==> src/hdl/rtp_pkg.sv <==
// Shared constants and elaboration-time helpers for the rect_to_polar block.
// Holds sample width, CORDIC depth, pipeline latencies and the arctangent
// step constants. No dependencies.
package rtp_pkg;

   // Sample width of the real, imaginary, magnitude and angle fields
   localparam int SAMPLE_BITS = 16;

   // CORDIC datapath: 64-bit words, angle in radians Q62
   localparam int DATA_W       = 64;
   localparam int CORDIC_ITERS = 62;

   // Normalised vectors have their leading one at this bit
   localparam int NORM_TOP = 60;
   localparam int SHIFT_W  = $clog2(NORM_TOP + 1);

   // pi in Q60 (equals pi/4 in Q62) and 1/pi in Q64
   localparam logic [DATA_W-1:0] PI_Q60     = 64'h3243F6A8885A308D;
   localparam logic [DATA_W-1:0] INV_PI_Q64 = 64'h517CC1B727220A94;

   // Rounding of the scaled phase down to SAMPLE_BITS
   localparam int                ROUND_SHIFT = 63 - SAMPLE_BITS;
   localparam logic [DATA_W-1:0] ROUND_ADD   = 64'(1) << (62 - SAMPLE_BITS);
   localparam logic [DATA_W-1:0] QUARTER     = 64'(1) << (SAMPLE_BITS - 2);
   localparam logic [SAMPLE_BITS-1:0] HALF_TURN = {1'b1, {(SAMPLE_BITS - 1){1'b0}}};

   // Stage counts: four front stages, the CORDIC, four scaling stages
   localparam int FRONT_STAGES = 4;
   localparam int SCALE_STAGES = 4;
   localparam int PIPE_STAGES  = FRONT_STAGES + CORDIC_ITERS + SCALE_STAGES;

   // Root is ready after the sum stage, one stage per root bit, and rounding
   localparam int MAG_LAT   = 3 + SAMPLE_BITS + 1;
   localparam int MAG_DELAY = PIPE_STAGES - MAG_LAT;

   // Restoring long division, used only to build constants
   function automatic logic [DATA_W-1:0] long_div(input logic [DATA_W-1:0] num,
                                                  input logic [DATA_W-1:0] den);
      logic [DATA_W:0]   rem;
      logic [DATA_W-1:0] quo;
      rem = '0;
      quo = '0;
      for (int b = DATA_W - 1; b >= 0; b--) begin
         rem = {rem[DATA_W-1:0], num[b]};
         if (rem >= {1'b0, den}) begin
            rem    = rem - {1'b0, den};
            quo[b] = 1'b1;
         end
      end
      return quo;
   endfunction

   // atan(2^-step) in radians Q62 by its power series, truncated per term
   function automatic logic [DATA_W-1:0] atan_q62(input int step);
      logic [DATA_W-1:0] acc;
      logic [DATA_W-1:0] term;
      int                e;
      acc = '0;
      if (step == 0) begin
         return PI_Q60;
      end
      for (int k = 0; k < 32; k++) begin
         e = 62 - step * (2 * k + 1);
         if (e >= 0) begin
            term = long_div(64'(1) << e, 64'(2 * k + 1));
            if (k[0]) begin
               acc = acc - term;
            end else begin
               acc = acc + term;
            end
         end
      end
      return acc;
   endfunction

endpackage

==> src/hdl/rtp_isqrt.sv <==
// Pipelined integer square root with round-to-nearest, one root bit per stage.
// Depends on rtp_pkg for SAMPLE_BITS.
// Each root stage and the rounding register move only on advance.
module rtp_isqrt import rtp_pkg::*; (
   input  logic                       clock,
   input  logic                       advance,
   input  logic [2*SAMPLE_BITS-1:0]   sum_sq,
   output logic [SAMPLE_BITS-1:0]     root
);

   localparam int W = 2 * SAMPLE_BITS + 1;

   logic [W-1:0] rem_ff [SAMPLE_BITS];
   logic [W-1:0] q_ff   [SAMPLE_BITS];
   logic [W-1:0] rem_src [SAMPLE_BITS];
   logic [W-1:0] q_src   [SAMPLE_BITS];
   logic [SAMPLE_BITS-1:0] root_ff;
   logic [SAMPLE_BITS-1:0] root_in;

   for (genvar j = 0; j < SAMPLE_BITS; j++) begin : g_step
      localparam logic [W-1:0] BIT = W'(1) << (2 * SAMPLE_BITS - 2 - 2 * j);

      logic [W-1:0] trial;
      logic         fits;
      logic [W-1:0] rem_in;
      logic [W-1:0] q_in;

      // Feed the first stage from the sum, the rest from the stage before
      if (j == 0) begin : g_first
         assign rem_src[j] = W'(sum_sq);
         assign q_src[j]   = '0;
      end else begin : g_next
         assign rem_src[j] = rem_ff[j-1];
         assign q_src[j]   = q_ff[j-1];
      end

      // Try the next root bit and keep it when the remainder allows
      always_comb begin
         trial  = q_src[j] + BIT;
         fits   = rem_src[j] >= trial;
         rem_in = fits ? rem_src[j] - trial : rem_src[j];
         q_in   = fits ? (q_src[j] >> 1) + BIT : q_src[j] >> 1;
      end

      always_ff @(posedge clock) begin
         if (advance) begin
            rem_ff[j] <= rem_in;
            q_ff[j]   <= q_in;
         end
      end
   end

   // Round up when the remainder exceeds the truncated root
   always_comb begin
      root_in = SAMPLE_BITS'(q_ff[SAMPLE_BITS-1])
              + SAMPLE_BITS'(rem_ff[SAMPLE_BITS-1] > q_ff[SAMPLE_BITS-1]);
   end

   always_ff @(posedge clock) begin
      if (advance) begin
         root_ff <= root_in;
      end
   end

   assign root = root_ff;

endmodule

==> config.mk <==
export PLATFORM = sky130hd
export DESIGN_NAME = rtp_isqrt
export DESIGN_NICKNAME = d
export VERILOG_FILES = /design/src/hdl/rtp_pkg.sv /design/src/hdl/rtp_isqrt.sv
export SDC_FILE = /design/constraint.sdc
export NUM_CORES = 1
export LEC_CHECK = 0
export ABC_CLOCK_PERIOD_IN_PS = 3000
export BUFFER_PORTS_ARGS = -buffer_cell sky130_fd_sc_hd__clkbuf_2
export CORE_MARGIN = 1.5
export CORE_UTILIZATION = 35
export DETAILED_ROUTE_END_ITERATION = 6
export PLACE_DENSITY = 0.53
export SLEW_MARGIN = 20
export SYNTH_ARGS = -nofsm -noshare
export SYNTH_HDL_FRONTEND = slang
export SYNTH_SLANG_ARGS = --single-unit
==> constraint.sdc <==
create_clock -name clock -period 3 [get_ports clock]
set_clock_uncertainty 0.15 [all_clocks]
set_input_delay 0.75 -clock clock [delete_from_list [all_inputs] [get_ports clock]]
set_output_delay 0.75 -clock clock [all_outputs]
set_load 0.005 [all_outputs]
==> reports/results.ini <==
[run_status]
status=finished, violations left
violations=negative setup slack

[sta]
maxClockFrequency_mhz=318
worst_pin_slew_ns=0.616
max_slew_margin_pct=58.6
setup_viol=23
worst_slack_ns=-0.144
hold_viol=0
slew_viol_final=0
period_minus_slack_ns=3.14
period_share_pct=105
rsz0062_at_grt=true

[finish]
area_growth_pct=21.6
final_util_pct=42.9
layout.cells.non_filler=4287
nets=3176
antennaDiodeCount=0
layout-drive-gt1-share_pct=18.4

[global_route]
antenna_found_initial=0
grtUsageTotal_pct=15.5
grt_max_degree=58
grt_pass1_vias=21900
grt_pass1_wl_mm=118
grt-ovfl-total=0

[worst_setup_path]
cp_cell_sequence=or4_4 > or3_4 > or3_4 > or4_4 > a21oi_4 > buf_6 > buf_12 > a211oi_2 > a21o_1
cp_slowest_stage_delay_ns=0.55
crit_arrival_ns=3.37
path_class=reg -> reg
worst_setup_path_end_kind=flip-flop
crit_slowest_cell=or4_4
cp.required_ns=3.22
crit_fanout=7
start_kind=flip-flop

[die]
dieArea_um2=96000
rows=112
coreArea_um2=93300
io_pins=50
die_h_um=310
start_util_pct=35.3
die_x_um=310

[route]
ant_nets=0
wire_per_inst_um=17.5
first_iter_violations=1265
drc=0
vias=21400
wl_mm=75.2
first_pass_iters=7
vias_per_cell=5.00

[clock_tree]
cts.sinks=680
cts_buffers=77
cts_root_buffer=clkbuf_16
cts_tree=done
cts_max_level=3
clock_path_buffers=3
clkLatencyLatePin_ns=0.64
path_clk_slew_ns=0.06

[yosys]
synthTopCellsByArea=edfxtp_1, ha_1, xnor2_1, xor2_1, inv_1
yosys_warnings=0
ys_ff_latch=680
syn_nets=2811
synthCells=2607
yosysTopAreaCell=edfxtp_1
ys_types=75
synth_edf_count=680
synthArstFlopShare_pct=0
netlist_area_um2=32900
synth_ff_type=edfxtp_1
avgSynthCellArea_um2=12.6
yosysSeqAreaShare_pct=62.0
synth_top_area_share_pct=62.0

[power_and_ir_drop]
cellPowerDensity_nw_per_um2=668
p_leak_nw=15.2
ir_drop_uv=410
power_w=0.0268

[min_path]
hp-class=in -> reg

[place]
portBuffers=49
dp_cells=4124
place_congestion=0.916
hpwl_mm=57.2

[run]
drv_cap=0

## final timing paths
| path | from | end | slack [ns] | cells after the start |
|---|---|---|---|---|
| worst max-delay path | rem_ff[1][189]$_DFFE_PP_ | rem_ff[1][207]$_DFFE_PP_ | -0.14 | 9 |
| worst min register to register | rem_ff[1][37]$_DFFE_PP_ | rem_ff[1][70]$_DFFE_PP_ | 0.29 | 0 |
| worst min-delay path | sum_sq[24] | rem_ff[0][24]$_DFFE_PP_ | 0.15 | 1 |
| worst max register to register | rem_ff[1][189]$_DFFE_PP_ | rem_ff[1][207]$_DFFE_PP_ | -0.14 | 9 |
## per-layer routing
layer | up-vias | share of wire [%] | track usage (%)
met3 | 142 | 3.2 | 2.36
li1 | 10500 | - | -
met1 | 10400 | 43 | 19.0
met2 | 401 | 51 | 27.8
met5 | - | 0 | 0
met4 | 0 | 2.9 | 5.26
## report_power, final
part	internal [W]	leakage (nW)	switching, W
Clock	0.00560	1.24	0.00390
Combinational	0.00214	7.48	0.00249
Sequential	0.0119	6.52	0.000790
Total	0.0196	15.2	0.00718
## worst max-delay path, delay by kind of cell (launching register included)
kind                   cells  cell delay [ns]
buffers and inverters      2             0.28
and+or+nand+nor            4             1.68
DFF                        1             0.38
AOI/OAI and AO/OA          3             0.41
## synthesized netlist by cell type (12+ instances only)
cell type and count:
nor2b_1 26, nand2_1 165, a21o_1 32, edfxtp_1 680, a21oi_1 118, ha_1 170, mux2_2 21, o31ai_1 16
nor3_1 82, xnor2_1 128, or4_1 12, nand3_1 45, nand2b_1 31, nor2_1 163, o21ai_0 130, xor2_1 119
or3_1 29, nor4b_1 16, clkbuf_1 27, a211oi_1 14, nor4_1 93, nand4_1 43, o21a_1 41, inv_1 207
## state kept, by name, summed over array words and instances, names as in the netlist
name    cells
rem_ff    528
q_ff      136
root       16
## cell families after synthesis
| family | Yosys count | synth area share, % |
|---|---|---|
| buffers and inverters | 247 | 2.89 |
| multiplexers | 25 | 0.839 |
| AO/OA/AOI/OAI | 446 | 8.57 |
| flip-flops | 680 | 62.0 |
| adder cells (fa/ha/maj) | 170 | 6.46 |
| XOR/XNOR | 247 | 6.57 |
| AND/OR/NAND/NOR | 792 | 12.7 |
## what timing repair did
item | CTS | global route
gates resized for setup | 38 | 87
pin swaps | 5 | 38
setup buffers | 6 | 15
setup endpoints to repair | 105 | 145
hold buffers | 0 | 0
cloned | 0 | 2
## cell type report
class,instances,area (um^2)
clock buffers,87,1990
well taps,1254,1570
inverters,209,793
fillers,8621,53300
flip-flops and latches,680,20400
clock inverters,53,602
repair buffers,322,2560
repair inverters,1,7.51
multi-input cells,1681,12100
## stage by stage
step	setup TNS, ns	hold WS, ns	setup WS, ns	area [um^2]
floorplan	-0.141	0.267	-0.0222	32900
global placement	-6.80	0.270	-0.275	36700
detailed placement	-9.65	0.278	-0.324	36700
CTS	-1.88	0.111	-0.140	39500
global route	-4.93	0.118	-0.227	40100
finish	-1.80	0.148	-0.144	40100
## layout by cell type, fill, tap and decap left out, types with 10 or more instances in the layout
cell,n
nand2b_1,31
a211oi_1,10
nor2b_1,26
a21oi_1,114
buf_4,246
nand2_1,162
nand3_1,41
clkinv_2,11
clkbuf_16,78
xnor2_1,124
o31ai_1,14
nor2_1,155
and4_1,10
o21a_1,41
o21ai_0,117
inv_1,206
clkbuf_2,48
or4_1,11
nand4_1,43
a21o_1,32
nor4_1,80
ha_1,164
or2_2,11
buf_12,18
xor2_1,119
clkinv_1,20
nor4b_1,12
mux2_2,21
or3_1,27
nor4_2,12
nor3_1,78
edfxtp_1,680
(Power assumes the default switching activity.)
