--- src/hdl/rtp_pkg.sv ---
// Shared constants and elaboration-time helpers for the rect_to_polar block.
// Holds sample width, CORDIC depth, pipeline latencies and the arctangent
// step constants. No dependencies.
package rtp_pkg;

   // Sample width of the real, imaginary, magnitude and angle fields
   localparam int SAMPLE_BITS = 16;

   // CORDIC datapath: 64-bit words, angle in radians Q62
   localparam int DATA_W       = 64;
   localparam int CORDIC_ITERS = 62;

   // Normalised vectors have their leading one at this bit
   localparam int NORM_TOP = 60;
   localparam int SHIFT_W  = $clog2(NORM_TOP + 1);

   // pi in Q60 (equals pi/4 in Q62) and 1/pi in Q64
   localparam logic [DATA_W-1:0] PI_Q60     = 64'h3243F6A8885A308D;
   localparam logic [DATA_W-1:0] INV_PI_Q64 = 64'h517CC1B727220A94;

   // Rounding of the scaled phase down to SAMPLE_BITS
   localparam int                ROUND_SHIFT = 63 - SAMPLE_BITS;
   localparam logic [DATA_W-1:0] ROUND_ADD   = 64'(1) << (62 - SAMPLE_BITS);
   localparam logic [DATA_W-1:0] QUARTER     = 64'(1) << (SAMPLE_BITS - 2);
   localparam logic [SAMPLE_BITS-1:0] HALF_TURN = {1'b1, {(SAMPLE_BITS - 1){1'b0}}};

   // Stage counts: four front stages, the CORDIC, four scaling stages
   localparam int FRONT_STAGES = 4;
   localparam int SCALE_STAGES = 4;
   localparam int PIPE_STAGES  = FRONT_STAGES + CORDIC_ITERS + SCALE_STAGES;

   // Root is ready after the sum stage, one stage per root bit, and rounding
   localparam int MAG_LAT   = 3 + SAMPLE_BITS + 1;
   localparam int MAG_DELAY = PIPE_STAGES - MAG_LAT;

   // Restoring long division, used only to build constants
   function automatic logic [DATA_W-1:0] long_div(input logic [DATA_W-1:0] num,
                                                  input logic [DATA_W-1:0] den);
      logic [DATA_W:0]   rem;
      logic [DATA_W-1:0] quo;
      rem = '0;
      quo = '0;
      for (int b = DATA_W - 1; b >= 0; b--) begin
         rem = {rem[DATA_W-1:0], num[b]};
         if (rem >= {1'b0, den}) begin
            rem    = rem - {1'b0, den};
            quo[b] = 1'b1;
         end
      end
      return quo;
   endfunction

   // atan(2^-step) in radians Q62 by its power series, truncated per term
   function automatic logic [DATA_W-1:0] atan_q62(input int step);
      logic [DATA_W-1:0] acc;
      logic [DATA_W-1:0] term;
      int                e;
      acc = '0;
      if (step == 0) begin
         return PI_Q60;
      end
      for (int k = 0; k < 32; k++) begin
         e = 62 - step * (2 * k + 1);
         if (e >= 0) begin
            term = long_div(64'(1) << e, 64'(2 * k + 1));
            if (k[0]) begin
               acc = acc - term;
            end else begin
               acc = acc + term;
            end
         end
      end
      return acc;
   endfunction

endpackage

--- src/hdl/rtp_scale.sv ---
// Scales the Q62 radian angle by 1/pi and rounds it to a quadrant turn count.
// Depends on rtp_pkg for INV_PI_Q64 and the rounding constants.
// Registered in stages A to D, each of which moves only on advance.
module rtp_scale import rtp_pkg::*; (
   input  logic                   clock,
   input  logic                   advance,
   input  logic [DATA_W-1:0]      z,
   output logic [SAMPLE_BITS-1:0] turn
);

   localparam int HW = DATA_W / 2;
   localparam logic [HW-1:0] INV_LO = INV_PI_Q64[HW-1:0];
   localparam logic [HW-1:0] INV_HI = INV_PI_Q64[DATA_W-1:HW];

   logic [DATA_W-1:0] z_clip;
   logic [DATA_W-1:0] ll_ff, lh_ff, hl_ff, hh_ff;
   logic [DATA_W-1:0] ll_in, lh_in, hl_in, hh_in;
   logic [HW+1:0]     mid_ff, mid_in;
   logic [DATA_W-1:0] hsum_ff, hsum_in;
   logic [DATA_W-1:0] u_ff, u_in;
   logic [DATA_W-1:0] rounded;
   logic [SAMPLE_BITS-1:0] turn_ff, turn_in;

   // Stage A: clip a negative residue to zero, form four partial products
   always_comb begin
      z_clip = z[DATA_W-1] ? '0 : z;
      ll_in  = DATA_W'(z_clip[HW-1:0])      * DATA_W'(INV_LO);
      lh_in  = DATA_W'(z_clip[HW-1:0])      * DATA_W'(INV_HI);
      hl_in  = DATA_W'(z_clip[DATA_W-1:HW]) * DATA_W'(INV_LO);
      hh_in  = DATA_W'(z_clip[DATA_W-1:HW]) * DATA_W'(INV_HI);
   end

   // Stage B: gather the middle column and the upper half separately
   always_comb begin
      mid_in  = (HW + 2)'(ll_ff >> HW) + (HW + 2)'(lh_ff[HW-1:0])
              + (HW + 2)'(hl_ff[HW-1:0]);
      hsum_in = hh_ff + (lh_ff >> HW) + (hl_ff >> HW);
   end

   // Stage C: add the carry out of the middle column
   always_comb begin
      u_in = hsum_ff + DATA_W'(mid_ff >> HW);
   end

   // Stage D: round to the output scale and clip to a quarter turn
   always_comb begin
      rounded = (u_ff + ROUND_ADD) >> ROUND_SHIFT;
      turn_in = (rounded > QUARTER) ? SAMPLE_BITS'(QUARTER) : SAMPLE_BITS'(rounded);
   end

   always_ff @(posedge clock) begin
      if (advance) begin
         ll_ff   <= ll_in;
         lh_ff   <= lh_in;
         hl_ff   <= hl_in;
         hh_ff   <= hh_in;
         mid_ff  <= mid_in;
         hsum_ff <= hsum_in;
         u_ff    <= u_in;
         turn_ff <= turn_in;
      end
   end

   assign turn = turn_ff;

endmodule

--- config.mk ---
export PLATFORM = sky130hd
export DESIGN_NAME = rtp_scale
export DESIGN_NICKNAME = d
export VERILOG_FILES = /design/src/hdl/rtp_pkg.sv /design/src/hdl/rtp_scale.sv
export SDC_FILE = /design/constraint.sdc
export NUM_CORES = 2
export LEC_CHECK = 0
export BUFFER_PORTS_ARGS = -buffer_cell sky130_fd_sc_hd__buf_2
export CAP_MARGIN = 20
export CORE_AREA = 2 2 337 339
export DETAILED_ROUTE_END_ITERATION = 12
export DIE_AREA = 0 0 339 341
export PLACE_DENSITY = 0.81
export SLEW_MARGIN = 25
export SYNTH_ARGS = -nofsm -noshare
export SYNTH_HDL_FRONTEND = slang
export SYNTH_SLANG_ARGS = --single-unit
export TNS_END_PERCENT = 10
--- constraint.sdc ---
create_clock -name clock -period 12.1 [get_ports clock]
set_clock_uncertainty 0.1 [all_clocks]
set_input_delay 2.42 -clock clock [delete_from_list [all_inputs] [get_ports clock]]
set_output_delay 2.42 -clock clock [all_outputs]
set_load 0.05 [all_outputs]
==> metrics.cfg <==
[yosys]
syn_area_um2=72400
synth_top_area_share_pct=35.2
synth_edf_count=312
ys_ff_latch=312
synth_cell_types=89
synthArstFlopShare_pct=0
synth_warnings=0
synth_area_leaders=fa_1 (35%), ha_1 (23%), edfxtp_1 (13%), inv_1 (11%), xnor2_1 (2.2%)
avgSynthCellArea_um2=10.2
syn_nets=9796
yosysTopAreaCell=fa_1
syn_inst=7110
synth-main-ff-cell=edfxtp_1
ys_seq_area_share_pct=12.9

[clocking]
hold_buffers=0
worstSkewPairLatency_ns=0.62
cts_tree=done
cts_root_buf=clkbuf_16
clock-sinks=312
cts.repair.resized=0
cts_setup_buffers=0
h-tree-depth=1
clk_path_buf_depth=3
cts_inserted_buffers=28
clk_pin_slew_ns=0.07

[final_layout]
regArea_um2=9370
syn_to_final_growth_pct=5.04
final_nets=9916
drive_above_1_share_pct=3.64
multiInputGateArea_um2=55000
stdcell_count=8757
fill_cells=8851

[global_routing]
grt_pass1_wl_um=339000
grt_start_max_net_pins=154
grt_use_total_pct=39.9
gr-total-overflow=0
grt_pass1_vias=55200
antenna_found_initial=2

[timing]
rsz0062_at_grt=false
setup_violations=0
period_share_pct=89.9
slew_headroom_pct=26.3
post-route-min-period_ns=10.88
setup_tns_ns=0
whs_ns=0.501
finalHoldViolCount=0
tightest_slew_ns=1.09
slew_viol_final=0
clock.fmax_ghz=0.0919

[placement]
gp_congestion=1.10
dp.cells=8700
hpwl_um=200000
port_buffers=81

[detailed_routing]
vias=51300
wl_per_cell_um=25.8
routed_wl_um=226000
vias_per_cell=5.86
drtIter0Drc=4032
drt-pass1-iter-count=6
drtAntennaViolNets=0
drc=0

[die]
core_area_um2=112000
num_rows=123
initial_utilization_pct=64.7
die_w_um=339
ios=82
dieArea_um2=116000
die_y_um=341

[critical_path]
end_kind=flip-flop
worst_r2r_endpoint=hsum_ff[59]$_DFFE_PP_
crit_arrival_ns=11.16
path_max_fanout=71
cp_slowest_cell=buf_4
crit_top_cell=fa_1
start_kind=input pin
r2r_slack_ns=7.42
r2r-start=lh_ff[33]$_DFFE_PP_
crit_required_ns=12.38
critPathKind=in2reg
slowest_delay_ns=0.67
r2r_cells=14

[min_path]
timing.hold.worst.class=reg2reg
hp-start=hh_ff[40]$_DFFE_PP_
hold_path_end=hsum_ff[40]$_DFFE_PP_
hold_depth=1

[outcome]
run_status=completed

[job]
drv_cap=0

cells in the mapped netlist (10+ instances only):
cell	instances
inv_1	2045
ha_1	1346
fa_1	1274
edfxtp_1	312
a21oi_1	278
nand2_1	193
nor2_1	186
xnor2_1	182
a21o_1	144
xor2_1	136
o21ai_0	122
clkbuf_1	94
nand3_1	88
nand4_1	87
nand2b_1	70
nor2b_1	57
o21bai_1	47
nor3_1	43
o21a_1	38
and3_1	37
a211oi_1	28
and2_1	27
a31oi_1	24
o21ai_1	23
o211ai_1	17
o31ai_1	17
nor4_1	16
a21boi_0	11
o22ai_1	11
and4_1	10
logic make-up after synthesis:
| family | synth area share (%) |
|---|---|
| AO/OA/AOI/OAI | 7.59 |
| AND/OR/NAND/NOR | 6.01 |
| other | 0.00518 |
| multiplexers | 0.0138 |
| buffers and inverters | 11.1 |
| XOR/XNOR | 3.85 |
| flip-flops | 12.9 |
| adder cells (fa/ha/maj) | 58.5 |
routing by layer:
layer  track usage, %  vias up  routed length, µm
met5                0        -                  0
met4             28.1        0              19900
met3             5.56      726              15600
met2             67.7     2320             109000
met1             47.2    25500              81400
li1                 -    22800                  -
state kept, by name (all words and copies together) (netlist names):
name,count
hh_ff,61
u_ff,18
lh_ff,63
hsum_ff,63
hl_ff,59
turn,16
ll_ff,30
mid_ff,2
layout by cell type, fill, tap and decap left out, types with 7 or more instances in the layout:
master and instances:
o22ai_1 11, nand2b_1 70, o21a_1 38, o211ai_1 17, o21ai_0 122, xor2_1 136
buf_4 108, nand3_1 88, and2_1 27, o21bai_1 47, nand4_1 87, nand2_1 193
and4_1 10, o2111ai_1 7, a31oi_1 24, a21oi_1 278, clkbuf_16 28, nor3_1 42
edfxtp_1 312, and3_1 37, xnor2_1 182, nor2_1 186, ha_1 1346, nor4_1 16
o21ai_1 23, o31ai_1 17, a21boi_0 11, a211oi_1 28, inv_1 2045, a2111oi_0 9
fa_1 1274, buf_2 79, a21o_1 144, clkinv_2 7, nor2b_1 57, or2_2 8
worst max-delay path by stage:
stage / slack (ns) / from / cells after the start / endpoint
2_1_floorplan: 1.67 / z[63] / 29 / lh_ff[59]$_DFFE_PP_
3_3_place_gp: 0.88 / z[63] / 26 / hh_ff[60]$_DFFE_PP_
3_5_place_dp: 0.75 / z[63] / 26 / hh_ff[60]$_DFFE_PP_
4_1_cts: 1.41 / z[63] / 26 / hh_ff[60]$_DFFE_PP_
5_1_grt: 0.91 / z[63] / 26 / hh_ff[60]$_DFFE_PP_
6_report: 1.22 / z[63] / 26 / hh_ff[60]$_DFFE_PP_
area by class of cell:
| type | count | share of cell area (%) |
|---|---|---|
| Antenna cell | 6 | 0.0197 |
| Multi-Input combinational cell | 4653 | 72.3 |
| Clock inverter | 20 | 0.229 |
| Inverter | 2045 | 10.1 |
| Clock buffer | 31 | 0.936 |
| Sequential cell | 312 | 12.3 |
| Tap cell | 1500 | 2.47 |
| Timing Repair Buffer | 190 | 1.65 |
stage by stage:
stage | util, % | area [µm²] | setup slack, ns
after floorplan | - | 72400 | 1.67
after global placement | 67.2 | 75200 | 0.875
after detailed placement | 67.2 | 75200 | 0.752
after CTS | 68.0 | 76100 | 1.41
after global routing | 68.0 | 76100 | 0.913
final | 68.0 | 76100 | 1.22
worst max-delay path: cells and delay by family:
family                     cells  cell delay, ns
AOI/OAI and AO/OA              6            1.74
xor gates and xnor gates       1            0.08
adders and majority gates      9            4.53
buffers and inverters          6            1.21
and+or+nand+nor                4            1.12
Power is left out: the tool's default activity adds up to more than one toggle a clock period on the data nets, which glitch-free logic cannot reach.
